$ cat config.mk
export PLATFORM = sky130hd
export DESIGN_NAME = video_mode_stream_patcher_flat
export DESIGN_NICKNAME = d
export VERILOG_FILES = /design/src/rtl/vmsp_pkg.sv /design/src/rtl/vmsp_in_if.sv /design/src/rtl/vmsp_out_if.sv /design/src/rtl/vmsp_front.sv /design/src/rtl/vmsp_queue.sv /design/src/rtl/vmsp_back.sv /design/src/rtl/video_mode_stream_patcher.sv /design/src/flat_wrapper.sv
export SDC_FILE = /design/constraint.sdc
export NUM_CORES = 1
export LEC_CHECK = 0
export BUFFER_PORTS_ARGS = -buffer_cell sky130_fd_sc_hd__buf_2
export CAP_MARGIN = 5
export CELL_PAD_IN_SITES_DETAIL_PLACEMENT = 0
export CELL_PAD_IN_SITES_GLOBAL_PLACEMENT = 2
export CORE_ASPECT_RATIO = 1.4
export CORE_MARGIN = 3
export CORE_UTILIZATION = 45
export CTS_CLUSTER_SIZE = 14
export DETAILED_ROUTE_END_ITERATION = 12
export PLACE_DENSITY = 0.8
export SYNTH_ARGS = -nofsm -noshare
export SYNTH_HDL_FRONTEND = slang
export SYNTH_SLANG_ARGS = --single-unit
export TNS_END_PERCENT = 30
$ cat constraint.sdc
create_clock -name clk -period 6.6 [get_ports clk]
set_input_delay 0.33 -clock clk [delete_from_list [all_inputs] [get_ports clk]]
set_output_delay 0.33 -clock clk [all_outputs]
set_load 0.02 [all_outputs]
$ cat src/rtl/vmsp_pkg.sv
`default_nettype none

package vmsp_pkg;

    localparam int WIN_LEN = 4;

    typedef logic [7:0] octet_t;

    // mode pattern 0A 00 (24|04) 86
    localparam octet_t PAT_B0     = 8'h0A;
    localparam octet_t PAT_B1     = 8'h00;
    localparam octet_t PAT_B2_HI  = 8'h24;
    localparam octet_t PAT_B2_LO  = 8'h04;
    localparam octet_t PAT_B3     = 8'h86;
    localparam octet_t MODE_ADJ   = 8'd2;

    // follow-up instruction: byte 2 in 90..93, byte 3 is 24
    localparam octet_t FOLLOW_MIN = 8'h90;
    localparam octet_t FOLLOW_MAX = 8'h93;
    localparam octet_t FOLLOW_B3  = 8'h24;

    localparam logic [3:0] CD_RELOAD = 4'd10;
    localparam logic [3:0] CD_FIRST  = 4'd5;
    localparam logic [3:0] CD_SECOND = 4'd4;

    localparam int CFG_DATA_W  = 16;
    localparam int CFG_INDEX_W = 3;

    typedef enum logic [CFG_INDEX_W-1:0] {
        CFG_MODE_FIX   = 3'd0,
        CFG_POS_FIX    = 3'd1,
        CFG_SCR_FIX    = 3'd2,
        CFG_SCR_BASE   = 3'd3,
        CFG_POS_FIRST  = 3'd4,
        CFG_POS_SECOND = 3'd5
    } cfg_index_t;

    typedef struct packed {
        logic        mode_fix;
        logic        pos_fix;
        logic        scr_fix;
        octet_t      screen_base;
        logic [15:0] pos_first;
        logic [15:0] pos_second;
    } cfg_t;

    // results caused by one request: up to four bytes, count 0..4
    typedef struct packed {
        octet_t [WIN_LEN-1:0] bytes;
        logic   [2:0]         count;
    } group_t;

    typedef struct packed {
        logic full;
        logic empty;
    } queue_status_t;

endpackage

`default_nettype wire

$ cat src/rtl/vmsp_in_if.sv
`default_nettype none

interface vmsp_in_if;
    logic       valid;
    logic       ready;
    logic [7:0] in_byte;
    logic       stream_end;

    modport source (output valid, output in_byte, output stream_end, input ready);
    modport sink (input valid, input in_byte, input stream_end, output ready);
endinterface

`default_nettype wire

$ cat src/rtl/vmsp_out_if.sv
`default_nettype none

interface vmsp_out_if;
    logic       valid;
    logic       ready;
    logic [7:0] out_byte;
    logic       run_last;

    modport source (output valid, output out_byte, output run_last, input ready);
    modport sink (input valid, input out_byte, input run_last, output ready);
endinterface

`default_nettype wire

$ cat src/rtl/vmsp_front.sv
`default_nettype none

module vmsp_front
    import vmsp_pkg::*;
(
    input  wire logic          clk,
    input  wire logic          rst_n,
    vmsp_in_if.sink            feed,
    input  wire cfg_t          cfg,
    input  wire queue_status_t q_status,
    output      logic          push,
    output      group_t        push_group
);

    octet_t [WIN_LEN-1:0] win_reg;
    octet_t [WIN_LEN-1:0] win_next;
    logic   [1:0]         fill_reg;
    logic   [1:0]         fill_next;
    logic   [3:0]         cd_reg;
    logic   [3:0]         cd_next;

    octet_t [WIN_LEN-1:0] win_now;
    octet_t [WIN_LEN-1:0] patched;
    logic   [3:0]         cd_dec;
    logic   [15:0]        pos_val;
    logic                 accept;
    logic                 full;
    logic                 pattern;
    logic                 follow;

    assign feed.ready = !q_status.full;
    assign accept     = feed.valid && feed.ready;

    always_comb
    begin
        win_now           = win_reg;
        win_now[fill_reg] = feed.in_byte;
        full              = (fill_reg == 2'd3);
        cd_dec            = (cd_reg != 4'd0) ? cd_reg - 4'd1 : cd_reg;

        pattern = (win_now[0] == PAT_B0) && (win_now[1] == PAT_B1)
               && ((win_now[2] == PAT_B2_HI) || (win_now[2] == PAT_B2_LO))
               && (win_now[3] == PAT_B3);
        follow  = ((cd_dec == CD_FIRST) || (cd_dec == CD_SECOND))
               && (win_now[2] inside {[FOLLOW_MIN:FOLLOW_MAX]})
               && (win_now[3] == FOLLOW_B3);

        pos_val = (cd_dec == CD_FIRST) ? cfg.pos_first : cfg.pos_second;
        patched = win_now;
        if (pattern)
        begin
            if (cfg.mode_fix)
            begin
                patched[0] = win_now[0] - MODE_ADJ;
                patched[3] = win_now[3] - MODE_ADJ;
            end
        end
        else
        begin
            if (cfg.pos_fix)
            begin
                patched[0] = pos_val[7:0];
                patched[1] = pos_val[15:8];
            end
            if (cfg.scr_fix && (win_now[2] > cfg.screen_base))
                patched[2] = win_now[2] - 8'd1;
        end

        // result group for this request
        push_group.bytes = (full && (pattern || follow)) ? patched : win_now;
        if (full)
            push_group.count = (pattern || follow || feed.stream_end) ? 3'd4 : 3'd1;
        else
            push_group.count = feed.stream_end ? ({1'b0, fill_reg} + 3'd1) : 3'd0;
        push = accept && (push_group.count != 3'd0);

        // window update
        win_next  = win_now;
        fill_next = fill_reg + 2'd1;
        cd_next   = cd_reg;
        if (full)
        begin
            cd_next = (pattern && (cfg.pos_fix || cfg.scr_fix)) ? CD_RELOAD : cd_dec;
            if (pattern || follow)
                fill_next = 2'd0;
            else
            begin
                win_next  = {8'h00, win_now[3], win_now[2], win_now[1]};
                fill_next = 2'd3;
            end
        end
        if (feed.stream_end)
        begin
            fill_next = 2'd0;
            cd_next   = 4'd0;
        end
    end

    always_ff @(posedge clk or negedge rst_n)
    begin
        if (!rst_n)
        begin
            fill_reg <= 2'd0;
            cd_reg   <= 4'd0;
        end
        else if (accept)
        begin
            fill_reg <= fill_next;
            cd_reg   <= cd_next;
        end
    end

    // bytes beyond the fill level are never read
    always_ff @(posedge clk)
    begin
        if (accept)
            win_reg <= win_next;
    end

endmodule

`default_nettype wire

$ cat src/rtl/vmsp_queue.sv
`default_nettype none

module vmsp_queue
    import vmsp_pkg::*;
#(
    parameter int DEPTH = 4
)
(
    input  wire logic          clk,
    input  wire logic          rst_n,
    input  wire logic          push,
    input  wire group_t        push_group,
    input  wire logic          pop,
    output      group_t        head,
    output      queue_status_t status
);

    localparam int PTR_W = $clog2(DEPTH);
    localparam int CNT_W = $clog2(DEPTH + 1);
    localparam logic [PTR_W-1:0] PTR_LAST = PTR_W'(DEPTH - 1);
    localparam logic [CNT_W-1:0] CNT_FULL = CNT_W'(DEPTH);

    group_t             slot_reg [DEPTH];
    logic [PTR_W-1:0]   wr_ptr_reg;
    logic [PTR_W-1:0]   wr_ptr_next;
    logic [PTR_W-1:0]   rd_ptr_reg;
    logic [PTR_W-1:0]   rd_ptr_next;
    logic [CNT_W-1:0]   cnt_reg;
    logic [CNT_W-1:0]   cnt_next;

    always_comb
    begin
        wr_ptr_next = wr_ptr_reg;
        rd_ptr_next = rd_ptr_reg;
        cnt_next    = cnt_reg;
        if (push)
            wr_ptr_next = (wr_ptr_reg == PTR_LAST) ? '0 : wr_ptr_reg + 1'b1;
        if (pop)
            rd_ptr_next = (rd_ptr_reg == PTR_LAST) ? '0 : rd_ptr_reg + 1'b1;
        if (push && !pop)
            cnt_next = cnt_reg + 1'b1;
        else if (pop && !push)
            cnt_next = cnt_reg - 1'b1;
    end

    always_ff @(posedge clk or negedge rst_n)
    begin
        if (!rst_n)
        begin
            wr_ptr_reg <= '0;
            rd_ptr_reg <= '0;
            cnt_reg    <= '0;
        end
        else
        begin
            wr_ptr_reg <= wr_ptr_next;
            rd_ptr_reg <= rd_ptr_next;
            cnt_reg    <= cnt_next;
        end
    end

    always_ff @(posedge clk)
    begin
        if (push)
            slot_reg[wr_ptr_reg] <= push_group;
    end

    assign head         = slot_reg[rd_ptr_reg];
    assign status.full  = (cnt_reg == CNT_FULL);
    assign status.empty = (cnt_reg == '0);

endmodule

`default_nettype wire

$ cat src/rtl/vmsp_back.sv
`default_nettype none

module vmsp_back
    import vmsp_pkg::*;
(
    input  wire logic          clk,
    input  wire logic          rst_n,
    input  wire group_t        head,
    input  wire queue_status_t q_status,
    output      logic          pop,
    vmsp_out_if.source         result
);

    logic         out_valid_reg;
    octet_t       out_byte_reg;
    logic         out_last_reg;
    logic [1:0]   idx_reg;
    logic [1:0]   idx_next;
    logic         load;
    logic         last_of_group;

    assign load          = !q_status.empty && (!out_valid_reg || result.ready);
    assign last_of_group = ({1'b0, idx_reg} == (head.count - 3'd1));
    assign pop           = load && last_of_group;
    assign idx_next      = last_of_group ? 2'd0 : idx_reg + 2'd1;

    always_ff @(posedge clk or negedge rst_n)
    begin
        if (!rst_n)
        begin
            out_valid_reg <= 1'b0;
            idx_reg       <= 2'd0;
        end
        else
        begin
            if (load)
            begin
                out_valid_reg <= 1'b1;
                idx_reg       <= idx_next;
            end
            else if (result.ready)
                out_valid_reg <= 1'b0;
        end
    end

    always_ff @(posedge clk)
    begin
        if (load)
        begin
            out_byte_reg <= head.bytes[idx_reg];
            out_last_reg <= last_of_group;
        end
    end

    assign result.valid    = out_valid_reg;
    assign result.out_byte = out_byte_reg;
    assign result.run_last = out_last_reg;

endmodule

`default_nettype wire

$ cat src/rtl/video_mode_stream_patcher.sv
`default_nettype none

// channel   dir  payload                     handshake
// feed      in   in_byte[7:0], stream_end    valid/ready
// result    out  out_byte[7:0], run_last     valid/ready
// cfg       in   cfg_index[2:0], cfg_data    cfg_we, no back-pressure
//
// one byte is taken per cycle while the group queue has room
// a byte causes zero to four result bytes; the result port sends one a cycle
//   while results are queued and the receiver is ready
// the first result of a request passes through the group queue and the output register
// reset clears window fill, countdown, queue and output valid; no clearing pass
// a full group queue drops feed.ready; output stall never changes held data

module video_mode_stream_patcher
    import vmsp_pkg::*;
#(
    parameter int QUEUE_DEPTH = 4
)
(
    input  wire logic                   clk,
    input  wire logic                   rst_n,
    vmsp_in_if.sink                     feed,
    vmsp_out_if.source                  result,
    input  wire logic                   cfg_we,
    input  wire logic [CFG_INDEX_W-1:0] cfg_index,
    input  wire logic [CFG_DATA_W-1:0]  cfg_data
);

    cfg_t          cfg_reg;
    group_t        push_group;
    group_t        head;
    queue_status_t q_status;
    logic          push;
    logic          pop;

    // register file: the user writes it only while idle; not enforced here
    always_ff @(posedge clk or negedge rst_n)
    begin
        if (!rst_n)
        begin
            cfg_reg.mode_fix    <= 1'b1;
            cfg_reg.pos_fix     <= 1'b0;
            cfg_reg.scr_fix     <= 1'b0;
            cfg_reg.screen_base <= 8'd144;
            cfg_reg.pos_first   <= 16'd3;
            cfg_reg.pos_second  <= 16'd0;
        end
        else if (cfg_we)
        begin
            case (cfg_index)
                CFG_MODE_FIX:   cfg_reg.mode_fix    <= cfg_data[0];
                CFG_POS_FIX:    cfg_reg.pos_fix     <= cfg_data[0];
                CFG_SCR_FIX:    cfg_reg.scr_fix     <= cfg_data[0];
                CFG_SCR_BASE:   cfg_reg.screen_base <= cfg_data[7:0];
                CFG_POS_FIRST:  cfg_reg.pos_first   <= cfg_data;
                CFG_POS_SECOND: cfg_reg.pos_second  <= cfg_data;
                default:        ; // unknown index, write dropped
            endcase
        end
    end

    // front: window, countdown and patch decision, at most one group per request
    vmsp_front u_front (
        .clk        (clk),
        .rst_n      (rst_n),
        .feed       (feed),
        .cfg        (cfg_reg),
        .q_status   (q_status),
        .push       (push),
        .push_group (push_group)
    );

    // groups wait here so output stalls do not stop the front at once
    vmsp_queue #(
        .DEPTH (QUEUE_DEPTH)
    ) u_queue (
        .clk        (clk),
        .rst_n      (rst_n),
        .push       (push),
        .push_group (push_group),
        .pop        (pop),
        .head       (head),
        .status     (q_status)
    );

    // back: serializes each group onto the result port, last byte flagged
    vmsp_back u_back (
        .clk      (clk),
        .rst_n    (rst_n),
        .head     (head),
        .q_status (q_status),
        .pop      (pop),
        .result   (result)
    );

endmodule

`default_nettype wire

$ cat src/flat_wrapper.sv
// flat-port wrapper written by rule: the top's interface ports become plain ports
module video_mode_stream_patcher_flat import vmsp_pkg::*;
#(
    parameter int QUEUE_DEPTH = 4
)
  (clk, rst_n, cfg_we, cfg_index, cfg_data, feed_valid, feed_in_byte, feed_stream_end, feed_ready, result_valid, result_out_byte, result_run_last, result_ready);
  vmsp_in_if feed_i ();
  vmsp_out_if result_i ();
  input  wire logic clk;
  input  wire logic rst_n;
  input  wire logic cfg_we;
  input  wire logic [CFG_INDEX_W-1:0] cfg_index;
  input  wire logic [CFG_DATA_W-1:0] cfg_data;
  input wire logic [$bits(feed_i.valid)-1:0] feed_valid;
  input wire logic [$bits(feed_i.in_byte)-1:0] feed_in_byte;
  input wire logic [$bits(feed_i.stream_end)-1:0] feed_stream_end;
  output wire logic [$bits(feed_i.ready)-1:0] feed_ready;
  output wire logic [$bits(result_i.valid)-1:0] result_valid;
  output wire logic [$bits(result_i.out_byte)-1:0] result_out_byte;
  output wire logic [$bits(result_i.run_last)-1:0] result_run_last;
  input wire logic [$bits(result_i.ready)-1:0] result_ready;
  assign feed_i.valid = feed_valid;
  assign feed_i.in_byte = feed_in_byte;
  assign feed_i.stream_end = feed_stream_end;
  assign feed_ready = feed_i.ready;
  assign result_valid = result_i.valid;
  assign result_out_byte = result_i.out_byte;
  assign result_run_last = result_i.run_last;
  assign result_i.ready = result_ready;
  video_mode_stream_patcher #(.QUEUE_DEPTH(QUEUE_DEPTH)) u_core (.clk(clk), .rst_n(rst_n), .feed(feed_i), .result(result_i), .cfg_we(cfg_we), .cfg_index(cfg_index), .cfg_data(cfg_data));
endmodule
==> impl_metrics.json <==
{
  "fin_worst_hold_slack_ps": 28.8,
  "clk_latency_ps": 520,
  "vias_per_cell": 5.74,
  "gp_congestion": 0.903,
  "final_common_cell": "edfxtp_1",
  "layout_common_cells": "edfxtp_1, mux2i_1, mux2_2, dfrtp_1",
  "worstMarginPinSlew_ps": 1130,
  "tritoncts": "yes",
  "die_ar_um2": 26700,
  "combinational_family_with_the_most_area_after_synthesis": "multiplexers",
  "synthAdderAreaFrac": 0.0311,
  "vias_in_the_first_global_route": 6481,
  "slew_headroom": 0.233,
  "placement.io_buffers": 43,
  "detailedRoute.firstPassIterationCount": 5,
  "summed_instance_area_of_the_synthesized_netlist_um2": 11100,
  "area_leader_netlist": "edfxtp_1",
  "maxClockFrequency_mhz": 232,
  "cp.arrival_ps": 4450,
  "regToRegStartpoint": "u_core.u_front.fill_reg[0]$_DFFE_PN0P_",
  "rows": 67,
  "finalCriticalPeriod_ps": 4310,
  "worst_clock_skew_ps": 19.2,
  "post_synth_and_or_nand_nor_area_fraction": 0.0603,
  "grt_max_degree": 60,
  "finalHoldViolations": 0,
  "drive_above_1_share": 0.271,
  "detail_route.iter0.violations": 366,
  "crit_path_end_kind": "flip-flop",
  "synthesis.instances": 699,
  "largest_register_ffs": 140,
  "place_worst_setup_slack_ps": 2440,
  "layout.cell_area.non_filler_um2": 12400,
  "synth_enable_flop_cells": 181,
  "synth.yosys.warnings": 0,
  "setup.worst_path.start": "u_core.u_front.fill_reg[0]$_DFFE_PN0P_",
  "synthesis.nets": 759,
  "die_width_um": 139,
  "grt_first_pass_wirelength_mm": 38.1,
  "ant_diodes": 0,
  "worst-setup-path-type": "flip-flop to flip-flop",
  "fin_cells": 1082,
  "finalCritPeriodShare": 0.653,
  "cts_made_buffers": 24,
  "vdd_ir_drop_max_uv": 221,
  "ys_seq_area_frac": 0.622,
  "maxCapViolations": 0,
  "worst_hold_path_type": "input port to flip-flop",
  "antenna_violations_before_repair": 0,
  "synth_top_cell_area_share": 0.489,
  "leakagePower_nw": 4.79,
  "avgSynthCellArea_um2": 15.9,
  "grt_setup_unrepaired": "no",
  "route.antenna.remaining_nets": 0,
  "number_of_placed_i_o_pins": 44,
  "hold_depth": 2,
  "initial_utilization": 0.460,
  "post-cts-setup-buffer-count": 0,
  "endpoint": "u_core.u_queue.slot_reg[3][21]$_DFFE_PP_",
  "power-per-cell-area_nw_per_um2": 444,
  "yosys_most_used_dff": "edfxtp_1",
  "design.core.area_um2": 24100,
  "status": "completed",
  "final_critical_path_setup_slack_ps": 2290,
  "worst_setup_path_start_kind": "flip-flop",
  "post_synth_xor_area_fraction": 0.00551,
  "drt-wirelength-per-cell_um": 22.8,
  "syn_to_final_growth_pct": 12.0,
  "worst-path-max-fanout": 14,
  "setup-violations-final": 0,
  "chipHeight_um": 192,
  "hpwl_mm": 17.6,
  "synthMuxAreaShare": 0.203,
  "synth_compound_area_frac": 0.0514,
  "critical_path.reg2reg.endpoint": "u_core.u_queue.slot_reg[3][21]$_DFFE_PP_",
  "clkTransAtPathRegs_ps": 60,
  "post-layout-total-power_mw": 5.53,
  "drt_wl_total_mm": 24.7,
  "synth_cell_types": 67,
  "count_of_instances_resized_after_the_clock_tree_is_built": 0,
  "ctsRootBufferMaster": "clkbuf_16",
  "dp.cells": 1037,
  "vias": 6214,
  "final_util": 0.515,
  "synth.area.top_cells": "edfxtp_1, dfrtp_1, mux4_2",
  "tritoncts_num_sinks": 240,
  "htree_num_levels": 1,
  "ctsLongestPathBuffers": 3,
  "post-route-drc-count": 0,
  "slew_viol_final": 0,
  "ys_seq_elements": 240,
  "asyncSetResetFlopFracSynth": 0.246,
  "postPlaceCellArea_um2": 11700,
  "setup-tns-final_ps": 0,
  "reg2reg_slack_ps": 2290,
  "grt-ovfl-total": 0,
  "globalRouteTotalUtil": 0.184,
  "cts_hold_repair.buffers": 1,
  "worst-endpoint-required_ps": 6740,
  "final_nets": 814,
  "timing.reg2reg.worst_path_depth": 10
}
worst max-delay path, cell delays in order (launching register included):
cell	delay, ps
dfrtp_1	470
inv_1	170
ha_1	620
mux2i_1	470
inv_1	180
ha_1	320
o21a_1	110
o21ai_0	140
a21oi_1	90
o311ai_1	950
o21ai_0	420
logic make-up after synthesis:
group	count (synthesis)
fa+ha+maj	27
xor+xnor	7
buf+inv	67
compound gates	81
flops	240
mux	164
simple gates	113
power breakdown:
part | internal [mW] | switching, mW | total, mW
combinational | 0.803 | 1.08 | 1.88
sequential | 2.16 | 0.185 | 2.35
clock | 0.754 | 0.551 | 1.30
area by class of cell:
cell class / count / area (um2)
Fill cell: 2027 / 11700
Sequential cell: 240 / 6920
Tap cell: 310 / 388
Multi-Input combinational cell: 392 / 3910
Timing Repair Buffer: 59 / 338
Clock inverter: 12 / 125
Inverter: 37 / 139
Clock buffer: 32 / 631
cell usage after synthesis (4+ instances only):
library cell / number
mux2i_1: 63
a211o_1: 4
ha_1: 26
clkbuf_1: 12
a21oi_1: 11
nor2_1: 14
a22o_1: 4
a31oi_1: 7
buf_2: 9
nand2_1: 20
nor4_1: 4
inv_1: 37
nor2b_1: 11
dfrtp_1: 54
nor3b_1: 5
dfstp_2: 5
a21o_1: 7
edfxtp_1: 181
o22ai_1: 5
nand4_1: 4
xnor2_1: 4
o21a_1: 5
and3_1: 4
mux4_2: 43
and2_1: 7
nand3_1: 6
mux2_2: 58
o21ai_0: 13
nor3_1: 13
how the worst min path moves through the flow:
| stage | startpoint | to | slack, ps |
|---|---|---|---|
| 5_1_grt | result_ready | u_core.u_back.result.valid$_DFFE_PN0P_ | 30 |
| 3_5_place_dp | u_core.u_queue.cnt_reg[2]$_DFFE_PN0P_ | u_core.u_queue.cnt_reg[2]$_DFFE_PN0P_ | 480 |
| 3_3_place_gp | u_core.u_queue.cnt_reg[2]$_DFFE_PN0P_ | u_core.u_queue.cnt_reg[2]$_DFFE_PN0P_ | 480 |
| 6_report | result_ready | u_core.u_back.result.valid$_DFFE_PN0P_ | 30 |
| 4_1_cts | result_ready | u_core.u_back.result.valid$_DFFE_PN0P_ | 9 |
| 2_1_floorplan | rst_n | u_core.cfg_reg[0]$_DFFE_PN0P_ | 30 |
routing by layer:
layer	global-route usage	wire length [um]
met1	0.228	10100
met2	0.339	13100
met3	0.0219	860
met4	0.0561	643
met5	0	0
(Power assumes the default switching activity.)
